## config.mk

```make
export PLATFORM = sky130hd
export DESIGN_NAME = sorted_priority_queue
export DESIGN_NICKNAME = d
export VERILOG_FILES = /design/src/rtl/spq_pkg.sv /design/src/rtl/sorted_priority_queue.sv /design/src/rtl/spq_ram.sv
export SDC_FILE = /design/constraint.sdc
export NUM_CORES = 1
export LEC_CHECK = 0
export ABC_CLOCK_PERIOD_IN_PS = 4100
export CELL_PAD_IN_SITES_DETAIL_PLACEMENT = 2
export CELL_PAD_IN_SITES_GLOBAL_PLACEMENT = 2
export CORE_MARGIN = 2
export CORE_UTILIZATION = 43
export CTS_BUF_LIST = sky130_fd_sc_hd__clkbuf_2 sky130_fd_sc_hd__clkbuf_4 sky130_fd_sc_hd__clkbuf_8
export CTS_CLUSTER_DIAMETER = 50
export DETAILED_ROUTE_END_ITERATION = 8
export DONT_BUFFER_PORTS = 1
export PLACE_DENSITY = 0.74
export SYNTH_ARGS = -nofsm -noshare
export SYNTH_HDL_FRONTEND = slang
export SYNTH_SLANG_ARGS = --single-unit
```

## constraint.sdc

```tcl
create_clock -name clk_i -period 4.1 [get_ports clk_i]
set_input_delay 1.23 -clock clk_i [delete_from_list [all_inputs] [get_ports clk_i]]
set_output_delay 1.23 -clock clk_i [all_outputs]
set_load 0.05 [all_outputs]
```

## src/rtl/spq_pkg.sv

```systemverilog
// Package for the sorted priority queue.
// Holds sizes, command codes and FSM state codes for the top level and its bench.
// No dependencies.
`default_nettype none

package spq_pkg;

  localparam int unsigned CAPACITY = 16;
  localparam int unsigned DATA_W   = 32;
  localparam int unsigned ADDR_W   = (CAPACITY > 1) ? $clog2(CAPACITY) : 1;
  localparam int unsigned CNT_W    = $clog2(CAPACITY + 1);
  localparam int unsigned COUNT_OUT_W = 5;

  localparam logic CMD_INSERT = 1'b0;
  localparam logic CMD_REMOVE = 1'b1;

  localparam int unsigned ST_W = 3;
  localparam logic [ST_W-1:0] ST_IDLE = 3'd0;
  localparam logic [ST_W-1:0] ST_SCAN = 3'd1;
  localparam logic [ST_W-1:0] ST_PUT  = 3'd2;
  localparam logic [ST_W-1:0] ST_TOP  = 3'd3;
  localparam logic [ST_W-1:0] ST_OUT  = 3'd4;

endpackage

`default_nettype wire

```

## src/rtl/sorted_priority_queue.sv

```systemverilog
// Sorted max-priority queue: FSM walking a descending-order entry RAM.
// Depends on spq_pkg and spq_ram.
//
//   channel | valid      | stall       | payload
//   in      | in_valid_i | in_stall_o  | command_i, value_i
//   out     | out_valid_o| out_stall_i | accepted_o, top_valid_o, top_value_o, entry_count_o
//
// Each beat does one RAM read per stored entry visited, then a read of entry 0
// for the top value; an insert when full or a remove when empty skips the walk,
// and a remove of an absent value scans every entry.
// Insert walks from the tail shifting entries down; remove walks from the head
// closing the gap behind the first match.
// Reset clears count, FSM and output valid; RAM contents are not cleared.
// A result held by out_stall_i does not block the next input beat; only the
// final output load waits.
`default_nettype none

module sorted_priority_queue (
  input  wire logic        clk_i,
  input  wire logic        rst_ni,
  input  wire logic        in_valid_i,
  output      logic        in_stall_o,
  input  wire logic        command_i,
  input  wire logic signed [31:0] value_i,
  output      logic        out_valid_o,
  input  wire logic        out_stall_i,
  output      logic        accepted_o,
  output      logic        top_valid_o,
  output      logic signed [31:0] top_value_o,
  output      logic [4:0]  entry_count_o
);

  localparam int unsigned AW = spq_pkg::ADDR_W;
  localparam int unsigned CW = spq_pkg::CNT_W;
  localparam int unsigned DW = spq_pkg::DATA_W;

  logic [spq_pkg::ST_W-1:0] state_q, state_d;
  logic [CW-1:0] cnt_q, cnt_d;
  logic          cmd_q, cmd_d;
  logic [DW-1:0] val_q, val_d;
  logic [AW-1:0] addr_q, addr_d;
  logic          found_q, found_d;
  logic          ok_q, ok_d;

  logic          out_valid_q, out_valid_d;
  logic          acc_q, acc_d;
  logic          topv_q, topv_d;
  logic [DW-1:0] topval_q, topval_d;
  logic [CW-1:0] ocnt_q, ocnt_d;

  logic          we, re;
  logic [AW-1:0] waddr, raddr;
  logic [DW-1:0] wdata, rdata;
  logic          in_beat, out_free, match, last;

  spq_ram #(
    .DEPTH (spq_pkg::CAPACITY),
    .WIDTH (DW),
    .ADDR_W(AW)
  ) u_ram (
    .clk_i  (clk_i),
    .we_i   (we),
    .waddr_i(waddr),
    .wdata_i(wdata),
    .re_i   (re),
    .raddr_i(raddr),
    .rdata_o(rdata)
  );

  assign in_stall_o = (state_q != spq_pkg::ST_IDLE);
  assign in_beat    = in_valid_i && !in_stall_o;
  assign out_free   = !out_valid_q || !out_stall_i;
  assign match      = (rdata == val_q);
  assign last       = ({{(CW-AW){1'b0}}, addr_q} == (cnt_q - CW'(1)));

  always_comb begin
    state_d     = state_q;
    cnt_d       = cnt_q;
    cmd_d       = cmd_q;
    val_d       = val_q;
    addr_d      = addr_q;
    found_d     = found_q;
    ok_d        = ok_q;
    out_valid_d = out_valid_q && out_stall_i;
    acc_d       = acc_q;
    topv_d      = topv_q;
    topval_d    = topval_q;
    ocnt_d      = ocnt_q;
    we          = 1'b0;
    re          = 1'b0;
    waddr       = '0;
    raddr       = '0;
    wdata       = val_q;

    case (state_q)
      spq_pkg::ST_IDLE: begin
        if (in_beat) begin
          cmd_d   = command_i;
          val_d   = value_i;
          found_d = 1'b0;
          ok_d    = 1'b0;
          if (command_i == spq_pkg::CMD_INSERT) begin
            if (cnt_q == CW'(spq_pkg::CAPACITY)) begin
              state_d = spq_pkg::ST_TOP;
            end else if (cnt_q == '0) begin
              we      = 1'b1;
              waddr   = '0;
              wdata   = value_i;
              cnt_d   = CW'(1);
              ok_d    = 1'b1;
              state_d = spq_pkg::ST_TOP;
            end else begin
              re      = 1'b1;
              raddr   = AW'(cnt_q - CW'(1));
              addr_d  = raddr;
              state_d = spq_pkg::ST_SCAN;
            end
          end else begin
            if (cnt_q == '0) begin
              state_d = spq_pkg::ST_TOP;
            end else begin
              re      = 1'b1;
              raddr   = '0;
              addr_d  = '0;
              state_d = spq_pkg::ST_SCAN;
            end
          end
        end
      end
      spq_pkg::ST_SCAN: begin
        if (cmd_q == spq_pkg::CMD_INSERT) begin
          we    = 1'b1;
          waddr = addr_q + AW'(1);
          if ($signed(rdata) < $signed(val_q)) begin
            wdata = rdata;
            if (addr_q == '0) begin
              state_d = spq_pkg::ST_PUT;
            end else begin
              re     = 1'b1;
              raddr  = addr_q - AW'(1);
              addr_d = raddr;
            end
          end else begin
            wdata   = val_q;
            cnt_d   = cnt_q + CW'(1);
            ok_d    = 1'b1;
            state_d = spq_pkg::ST_TOP;
          end
        end else begin
          if (found_q) begin
            we    = 1'b1;
            waddr = addr_q - AW'(1);
            wdata = rdata;
          end
          if (last) begin
            if (found_q || match) begin
              cnt_d = cnt_q - CW'(1);
              ok_d  = 1'b1;
            end
            state_d = spq_pkg::ST_TOP;
          end else begin
            found_d = found_q || match;
            re      = 1'b1;
            raddr   = addr_q + AW'(1);
            addr_d  = raddr;
          end
        end
      end
      spq_pkg::ST_PUT: begin
        we      = 1'b1;
        waddr   = '0;
        wdata   = val_q;
        cnt_d   = cnt_q + CW'(1);
        ok_d    = 1'b1;
        state_d = spq_pkg::ST_TOP;
      end
      spq_pkg::ST_TOP: begin
        re      = 1'b1;
        raddr   = '0;
        state_d = spq_pkg::ST_OUT;
      end
      spq_pkg::ST_OUT: begin
        if (out_free) begin
          out_valid_d = 1'b1;
          acc_d       = ok_q;
          topv_d      = (cnt_q != '0);
          topval_d    = (cnt_q != '0) ? rdata : '0;
          ocnt_d      = cnt_q;
          state_d     = spq_pkg::ST_IDLE;
        end
      end
      default: begin
        state_d = spq_pkg::ST_IDLE;
      end
    endcase
  end

  always_ff @(posedge clk_i or negedge rst_ni) begin
    if (!rst_ni) begin
      state_q     <= spq_pkg::ST_IDLE;
      cnt_q       <= '0;
      out_valid_q <= 1'b0;
    end else begin
      state_q     <= state_d;
      cnt_q       <= cnt_d;
      out_valid_q <= out_valid_d;
    end
  end

  always_ff @(posedge clk_i) begin
    cmd_q    <= cmd_d;
    val_q    <= val_d;
    addr_q   <= addr_d;
    found_q  <= found_d;
    ok_q     <= ok_d;
    acc_q    <= acc_d;
    topv_q   <= topv_d;
    topval_q <= topval_d;
    ocnt_q   <= ocnt_d;
  end

  assign out_valid_o   = out_valid_q;
  assign accepted_o    = acc_q;
  assign top_valid_o   = topv_q;
  assign top_value_o   = topval_q;
  assign entry_count_o = spq_pkg::COUNT_OUT_W'(ocnt_q);

`ifndef SYNTHESIS
  a_cnt_bound: assert property (@(posedge clk_i) disable iff (!rst_ni)
    cnt_q <= CW'(spq_pkg::CAPACITY))
    else $error("entry count above capacity");

  a_no_rw_clash: assert property (@(posedge clk_i) disable iff (!rst_ni)
    (we && re) |-> (waddr != raddr))
    else $error("RAM read and write to the same entry in one cycle");

  a_cnt_step: assert property (@(posedge clk_i) disable iff (!rst_ni)
    (cnt_q != $past(cnt_q)) |-> ((cnt_q == $past(cnt_q) + CW'(1)) ||
                                 (cnt_q + CW'(1) == $past(cnt_q))))
    else $error("entry count moved by more than one");

  a_empty_top: assert property (@(posedge clk_i) disable iff (!rst_ni)
    (out_valid_o && !top_valid_o) |-> (top_value_o == '0))
    else $error("nonzero top value on an empty queue");

  a_out_hold: assert property (@(posedge clk_i) disable iff (!rst_ni)
    (state_q == spq_pkg::ST_OUT && !out_free) |=> (state_q == spq_pkg::ST_OUT))
    else $error("result dropped while output stalled");
`endif

endmodule

`default_nettype wire

```

## src/rtl/spq_ram.sv

```systemverilog
// Generic simple dual-port RAM: one write port, one registered read port.
// Read data is registered and holds while no read is issued. No package use.
`default_nettype none

module spq_ram #(
  parameter int unsigned DEPTH  = 16,
  parameter int unsigned WIDTH  = 32,
  parameter int unsigned ADDR_W = (DEPTH > 1) ? $clog2(DEPTH) : 1
) (
  input  wire logic              clk_i,
  input  wire logic              we_i,
  input  wire logic [ADDR_W-1:0] waddr_i,
  input  wire logic [WIDTH-1:0]  wdata_i,
  input  wire logic              re_i,
  input  wire logic [ADDR_W-1:0] raddr_i,
  output      logic [WIDTH-1:0]  rdata_o
);

  logic [WIDTH-1:0] mem [DEPTH];
  logic [WIDTH-1:0] rdata_q;

  always_ff @(posedge clk_i) begin
    if (we_i) begin
      mem[waddr_i] <= wdata_i;
    end
  end

  always_ff @(posedge clk_i) begin
    if (re_i) begin
      rdata_q <= mem[raddr_i];
    end
  end

  assign rdata_o = rdata_q;

endmodule

`default_nettype wire

```

# --- Word level (Yosys, flattened, before mapping) ---
# Memories as Yosys holds them, arrays and structs flattened. A register that Yosys moved wholly into a read port is not among the register bits.
# Index checks and enable logic that the tools add are counted.
classes:
  magnitude_cmp: 1
  n_mux: 79
  n_eq_ne: 23
  n_addsub: 4
  n_reduce_logical: 21
op_table:
  columns: ["cell", "n"]
  rows:
  - ["2-to-1 mux 32 bit", 7]
  - ["2-to-1 mux 4 bit", 20]
  - ["case mux 32 bit (2 select lines)", 1]
  - ["2-to-1 mux 5 bit", 8]
  - ["== test 32 bit", 1]
  - ["less-than comparator 32 bit", 1]
  - ["2-to-1 mux 1 bit", 26]
  - ["2-to-1 mux 3 bit", 7]
  - ["inequality test 3 bit (second input constant)", 7]
  - ["inequality test 2 bit (second input constant)", 8]
  - ["case mux 4 bit (2 select lines)", 2]
  - ["case mux 3 bit (5 select lines)", 1]
  - ["case mux 5 bit (3 select lines)", 1]
  - ["case mux 1 bit (3 select lines)", 3]
  - ["AND reduction 4 bit", 2]
  - ["AND reduction 8 bit", 1]
  - ["AND reduction 7 bit", 1]
  - ["== test 3 x 2 -> 1 bit (second input constant)", 2]
  - ["nonzero test 3 bit", 2]
  - ["adder 5 x 1 -> 5 bit (second input constant)", 1]
  - ["== test 4 x 5 -> 1 bit", 1]
  - ["== test 5 bit (second input constant)", 1]
  - ["zero test 5 bit", 1]
  - ["AND reduction 5 bit", 1]
  - ["16 further kinds", 22]
word_totals:
  input_bits: 37
  wordCells: 141
  out_inout_bits: 41
  mem_bits_rw: 512
  n_memories: 1
  reg_bits: 87
memory_table:
  columns: ["name", "words", "word_bits", "read_ports", "rd_clocked_by_memory_dff", "write_ports", "line_no", "rtl"]
  rows:
  - ["u_ram.mem", 16, 32, 1, 1, 1, "spq_ram.sv:19", "logic [WIDTH-1:0] mem [DEPTH];"]

# --- Depth between registers and ports, before layout ---
depth:
  word_depth: 8
  ltp_mapped: 15
  depth_no_buf: 13

# --- Hierarchy ---
# Synthesis repeated with hierarchy kept, for this count alone.
unflattened:
  cells_unflattened: 1368
  hier_area_um2: 25793.5
modules_own_cells:
  columns: ["module", "seq_area_each_um2", "cells_per_inst", "instances", "area_per_inst_um2"]
  rows:
  - ["spq_ram", 16335.7, 838, 1, 20155.6]
  - ["sorted_priority_queue", 2567.5, 530, 1, 5637.9]

# --- Worst setup path before layout ---
# OpenSTA, ideal clock, no wires.
synth_path:
  path_kind: "input -> register"
  start: "in in_valid_i"
  end: "mem u_ram.mem[0][0], enable pin"
  setup_ns: 0.421
  path_stages: 5
  t_required_ns: 3.679
  t_arrival_ns: 4.094
  slack_ns: -0.415
  n_path_buf: 1
  cell_sequence: "or4b_1 nor3_1 clkbuf_1 nor2_1 nor2_1"
synth_between:
  elab_chain_cells: 5
synth_rtl:
  columns: ["element", "line_no", "rtl"]
  rows:
  - ["from (decl)", "sorted_priority_queue.sv:21", "input wire logic in_valid_i,"]
  - ["logical AND 1 bit", "sorted_priority_queue.sv:71", "assign in_beat = in_valid_i && !in_stall_o;"]
  - ["2-to-1 mux 1 bit", "sorted_priority_queue.sv:97", "if (in_beat) begin"]
  - ["case mux 1 bit (3 select lines)", "sorted_priority_queue.sv:95", "case (state_q)"]
  - ["2-to-1 mux 1 bit", "spq_ram.sv:23", "if (we_i) begin"]
  - ["2-to-1 mux 1 bit (not written as such)", "spq_ram.sv:24", "mem[waddr_i] <= wdata_i;"]
  - ["to (decl)", "spq_ram.sv:19", null]
# No other way between the ends.

# --- Worst setup path in the final report ---
layout_path:
  start: "reg val_q[7]"
  end: "reg u_ram.rdata_q[13] (netlist: u_ram.rdata_o[13]) (read register of u_ram.mem), data pin"
layout_between:
  elab_chain_cells: 4
  word_cells_on_any_way: 7
  cone_classes: "1 x order compare; 6 x mux"
layout_rtl:
  columns: ["element", "line_no", "rtl"]
  rows:
  - ["from (decl)", "sorted_priority_queue.sv:40", "logic [DW-1:0] val_q, val_d;"]
  - ["from (signal assigned)", "sorted_priority_queue.sv:212", "val_q <= val_d;"]
  - ["less-than comparator 32 bit (*)", "sorted_priority_queue.sv:134", "if ($signed(rdata) < $signed(val_q)) begin"]
  - ["2-to-1 mux 1 bit / 2-to-1 mux 4 bit (equally long branches)", "sorted_priority_queue.sv:134", null]
  - ["2-to-1 mux 1 bit / 2-to-1 mux 4 bit (equally long branches)", "sorted_priority_queue.sv:131", "if (cmd_q == spq_pkg::CMD_INSERT) begin"]
  - ["case mux 1 bit (3 select lines) / case mux 4 bit (2 select lines) (equally long branches)", "sorted_priority_queue.sv:95", null]
  - ["to (decl)", "spq_ram.sv:20", "logic [WIDTH-1:0] rdata_q;"]
# Mark *: on every way between the ends. The rest lies on a longest branch, timed or not.
# A chain may end at the register's enable or synchronous reset.

==> results.toml <==
[min_path]
hp_class = "primary input to async pin"

[route]
routed_wl_um = 124000
initialDrtViolationCount = 2632
detail-route-antenna-nets = 0
via_count = 19649
average_vias_per_placed_instance = 6.91
detail_route.first_pass.iterations = 5
post_drt_wl_per_cell_um = 43.7
remaining_drc_errors = 0

[clocking]
worstSkewPairLatency_ns = 0.78
cts-buffers-inserted = 106
cts.path.max_buffers = 3
cts-hold-fix-buffers = 0
clk_transition_reported_paths_ns = 0.08
tritoncts = "built"
numClockSinks = 631
clockRootBuffer = "sky130_fd_sc_hd__clkbuf_8"
clock_tree.htree_level_count = 3

[worst_setup_path]
cell_by_cell_trace_of_the_critical_path = "inv_2 > ha_4 > a21oi_1 > o21ai_1 > a221o_2 > a2111oi_4 > o22ai_4 > o41ai_4 > buf_6 > buf_8 > buf_12 > buf_6 > mux2i_1 > o22ai_2 > a211oi_2 > nand2_1"
timing.setup.critical_path_class = "flop to flop"
slowest_stage_cell_cp = "sky130_fd_sc_hd__a2111oi_4"
buffering_stage_count_on_the_worst_path_with_inverters_included = 5
critPathArrivalTime_ns = 5.09
timing.critical_path.max_delay_family = "compound AO/OA/AOI/OAI gates"
critical-path-top-cell-by-count = "sky130_fd_sc_hd__buf_6"
critical-path-max-stage-delay_ns = 0.52
cp-end-kind = "flop"
critical_path_cell_count = 16
worst_r2r_path_depth = 16
critical_path.startpoint_type = "flop"
worstPathRequired_ns = 4.61
worstPathMaxFanout = 8

[finish]
area_delta_synth_final_pct = 24.1
drive_above_1_share_pct = 27.4
filler_cell_count = 5279
finalInstanceArea_um2 = 32300
layout.nets = 2061
diodes = 0

[sta]
finalWorstSetupSlack_ns = -0.486
fmax_ghz = 0.218
worst_slew_pin_slew_ns = 1.05
timing_hold_violations_final = 0
min_period_ns = 4.59
finalClockSkew_ns = 0.0677
slew_headroom_pct = 29.5
setup_viol_count_final = 562
tcrit_tclk_final_pct = 112
timing.final.max_slew_violations = 0
unrepaired_setup_endpoints_after_global_routing = "true"

[yosys]
netlist-cell-type-count = 63
post_synth.cell_area_avg_um2 = 14.6
netlist_area_um2 = 26000
synth_sequential_area_ratio_pct = 72.6
syn_inst = 1779
synth-main-ff-cell = "sky130_fd_sc_hd__edfxtp_1"
synth_edf_count = 622
asyncSetResetFlopFracSynth_pct = 1.43
synth_fp_nets = 1853
warnings_synthesis = 0
synth.ff_latch_count = 631

[pwr]
powerDensity_nw_per_um2 = 966
totalPowerFinal_mw = 31.2
switching_power_of_the_nets_mw = 13.9
leakagePower_nw = 10.8
power.share.switching_pct = 44.4
clkPwrFrac_pct = 19.1
vdd_drop_max_mv = 0.364
sequentialPowerShare_pct = 33.2
internal-power_mw = 17.4
combPwrFrac_pct = 47.7

[floorplan]
die-area_um2 = 62500
floorplan.core_area_um2 = 60100
initial_utilization_pct = 43.3
floorplan.rows = 90
floorplan.die.width_um = 250
die_span_in_y_um = 250
ios = 78

[outcome]
violations = "negative setup slack"
outcome = "finished, violations left"

[placement]
io_buffer_count = 0
post-dp-hpwl_um = 57200
postPlaceCellArea_um2 = 28300
post-place-ws_ns = -0.565
finalWeightedCongestion = 0.828

[global_route]
grt_max_degree = 54
groute.usage.overall_pct = 34.2
first_global_vias = 19910
grt-ovfl-total = 0
grt_antenna_before_repair = 3
grt_first_pass_wirelength_um = 152000

[job]
maxCapViolCount = 0
[area by class of cell]
type | count | area, um^2 | share of cell area [%]
clock inverters | 38 | 204 | 0.631
multi-input cells | 994 | 7640 | 23.6
repair buffers | 212 | 2660 | 8.24
well taps | 782 | 978 | 3.03
inverters | 42 | 160 | 0.495
clock buffers | 146 | 1780 | 5.50
flip-flops and latches | 631 | 18900 | 58.5
[power groups by stage]
stage | Combinational (mW) | Clock [mW] | Sequential [mW]
after floorplan | 5.90 | 0 | 9.85
after global placement | 9.65 | 0 | 10.1
after detailed placement | 10.6 | 0 | 10.2
after CTS | 11.8 | 5.67 | 10.2
after global routing | 15.1 | 6.19 | 10.3
final | 14.9 | 5.96 | 10.4
[synth_stat cells (all sizes together) (2+ instances only)]
library cell	n	area, um^2
nand4	8	50.1
nand3	12	60.1
buf	54	333
a22oi	31	233
xor2	3	26.3
and4	4	35.0
nand2b	8	52.6
or3	7	43.8
nor2b	7	43.8
clkbuf	59	221
edfxtp	622	18700
a32oi	64	561
o21ai	20	104
nand2	284	1070
nor3b	2	20.0
mux2i	135	1350
o22ai	69	438
o31ai	31	233
xnor2	12	105
o31a	2	17.5
dfrtp	9	225
inv	42	158
and2	32	200
a211oi	31	233
o22a	2	17.5
nor3	9	45.0
mux2	3	33.8
ha	37	463
a222oi	2	20.0
nor2	49	184
a31oi	4	25.0
o211ai	3	22.5
and3	3	18.8
or2	2	12.5
a21o	3	22.5
a21oi	97	485
[cell usage in the layout (no fill, tap or decap), drive strengths merged, types with 37 or more instances in the layout]
cell,synthesis,routed
nand2,284,284
buf,54,202
o22ai,69,69
inv,42,43
ha,37,37
nor2,49,49
a32oi,64,64
edfxtp,622,622
a21oi,97,97
mux2i,135,135
clkbuf,59,154
[per-stage QoR]
| stage | cells | setup TNS (ns) | util [%] | hold WS (ns) |
|---|---|---|---|---|
| final | 2845 | -102.10 | 53.8 | 0.138 |
| after floorplan | 1779 | -43.32 | - | 0.400 |
| after global placement | 2589 | -0.715 | 47.1 | 0.506 |
| after detailed placement | 2589 | -8.80 | 47.1 | 0.513 |
| after CTS | 2792 | -0.0339 | 51.2 | 0.149 |
| after global routing | 2845 | -111.11 | 53.8 | 0.145 |
[routing by layer]
layer	vias up	global-route usage, %	wire length [um]
li1	7279	-	-
met1	10235	40.0	44900
met2	1585	57.7	58700
met3	548	8.02	11200
met4	2	20.0	9440
met5	-	0	53
[path summary, 6_finish.rpt]
path / endpoint / slack, ns / from
max: u_ram.rdata_o[13]$_DFFE_PP_ / -0.49 / val_q[7]$_DFFE_PP_
max reg2reg: u_ram.rdata_o[13]$_DFFE_PP_ / -0.49 / val_q[7]$_DFFE_PP_
min reg2reg: accepted_o$_DFFE_PP_ / 0.56 / ok_q$_SDFFCE_PP1P_
max in group asynchronous: cnt_q[0]$_DFFE_PN0P_ / 3.86 / rst_ni
min: state_q[1]$_DFFE_PN0P_ / 0.14 / rst_ni
min in group clk_i: val_q[12]$_DFFE_PP_ / 0.54 / value_i[12]
[flip-flops by register name, summed over array words and instances, names as in the netlist, 3 cells and up]
| name | flops |
|---|---|
| u_ram.mem | 512 |
| top_value_o | 32 |
| u_ram.rdata_o | 32 |
| val_q | 32 |
| cnt_q | 5 |
| entry_count_o | 5 |
| addr_q | 4 |
| state_q | 3 |
[what timing repair did]
| action | in CTS | in global routing |
|---|---|---|
| buffers inserted | 15 | 41 |
| cloned | 5 | 12 |
| gates resized for setup | 46 | 201 |
| pin swaps | 10 | 37 |
| setup endpoints to repair | 419 | 530 |
[cell families after synthesis]
| logic type | after synthesis | share of synthesized area [%] |
|---|---|---|
| buffers and inverters | 155 | 2.73 |
| DFF | 631 | 72.6 |
| adders and majority gates | 37 | 1.78 |
| and+or+nand+nor | 431 | 7.16 |
| AOI/OAI and AO/OA | 371 | 9.82 |
| xor gates and xnor gates | 15 | 0.505 |
| muxes | 139 | 5.41 |
Power figures use the tool's default switching activity.
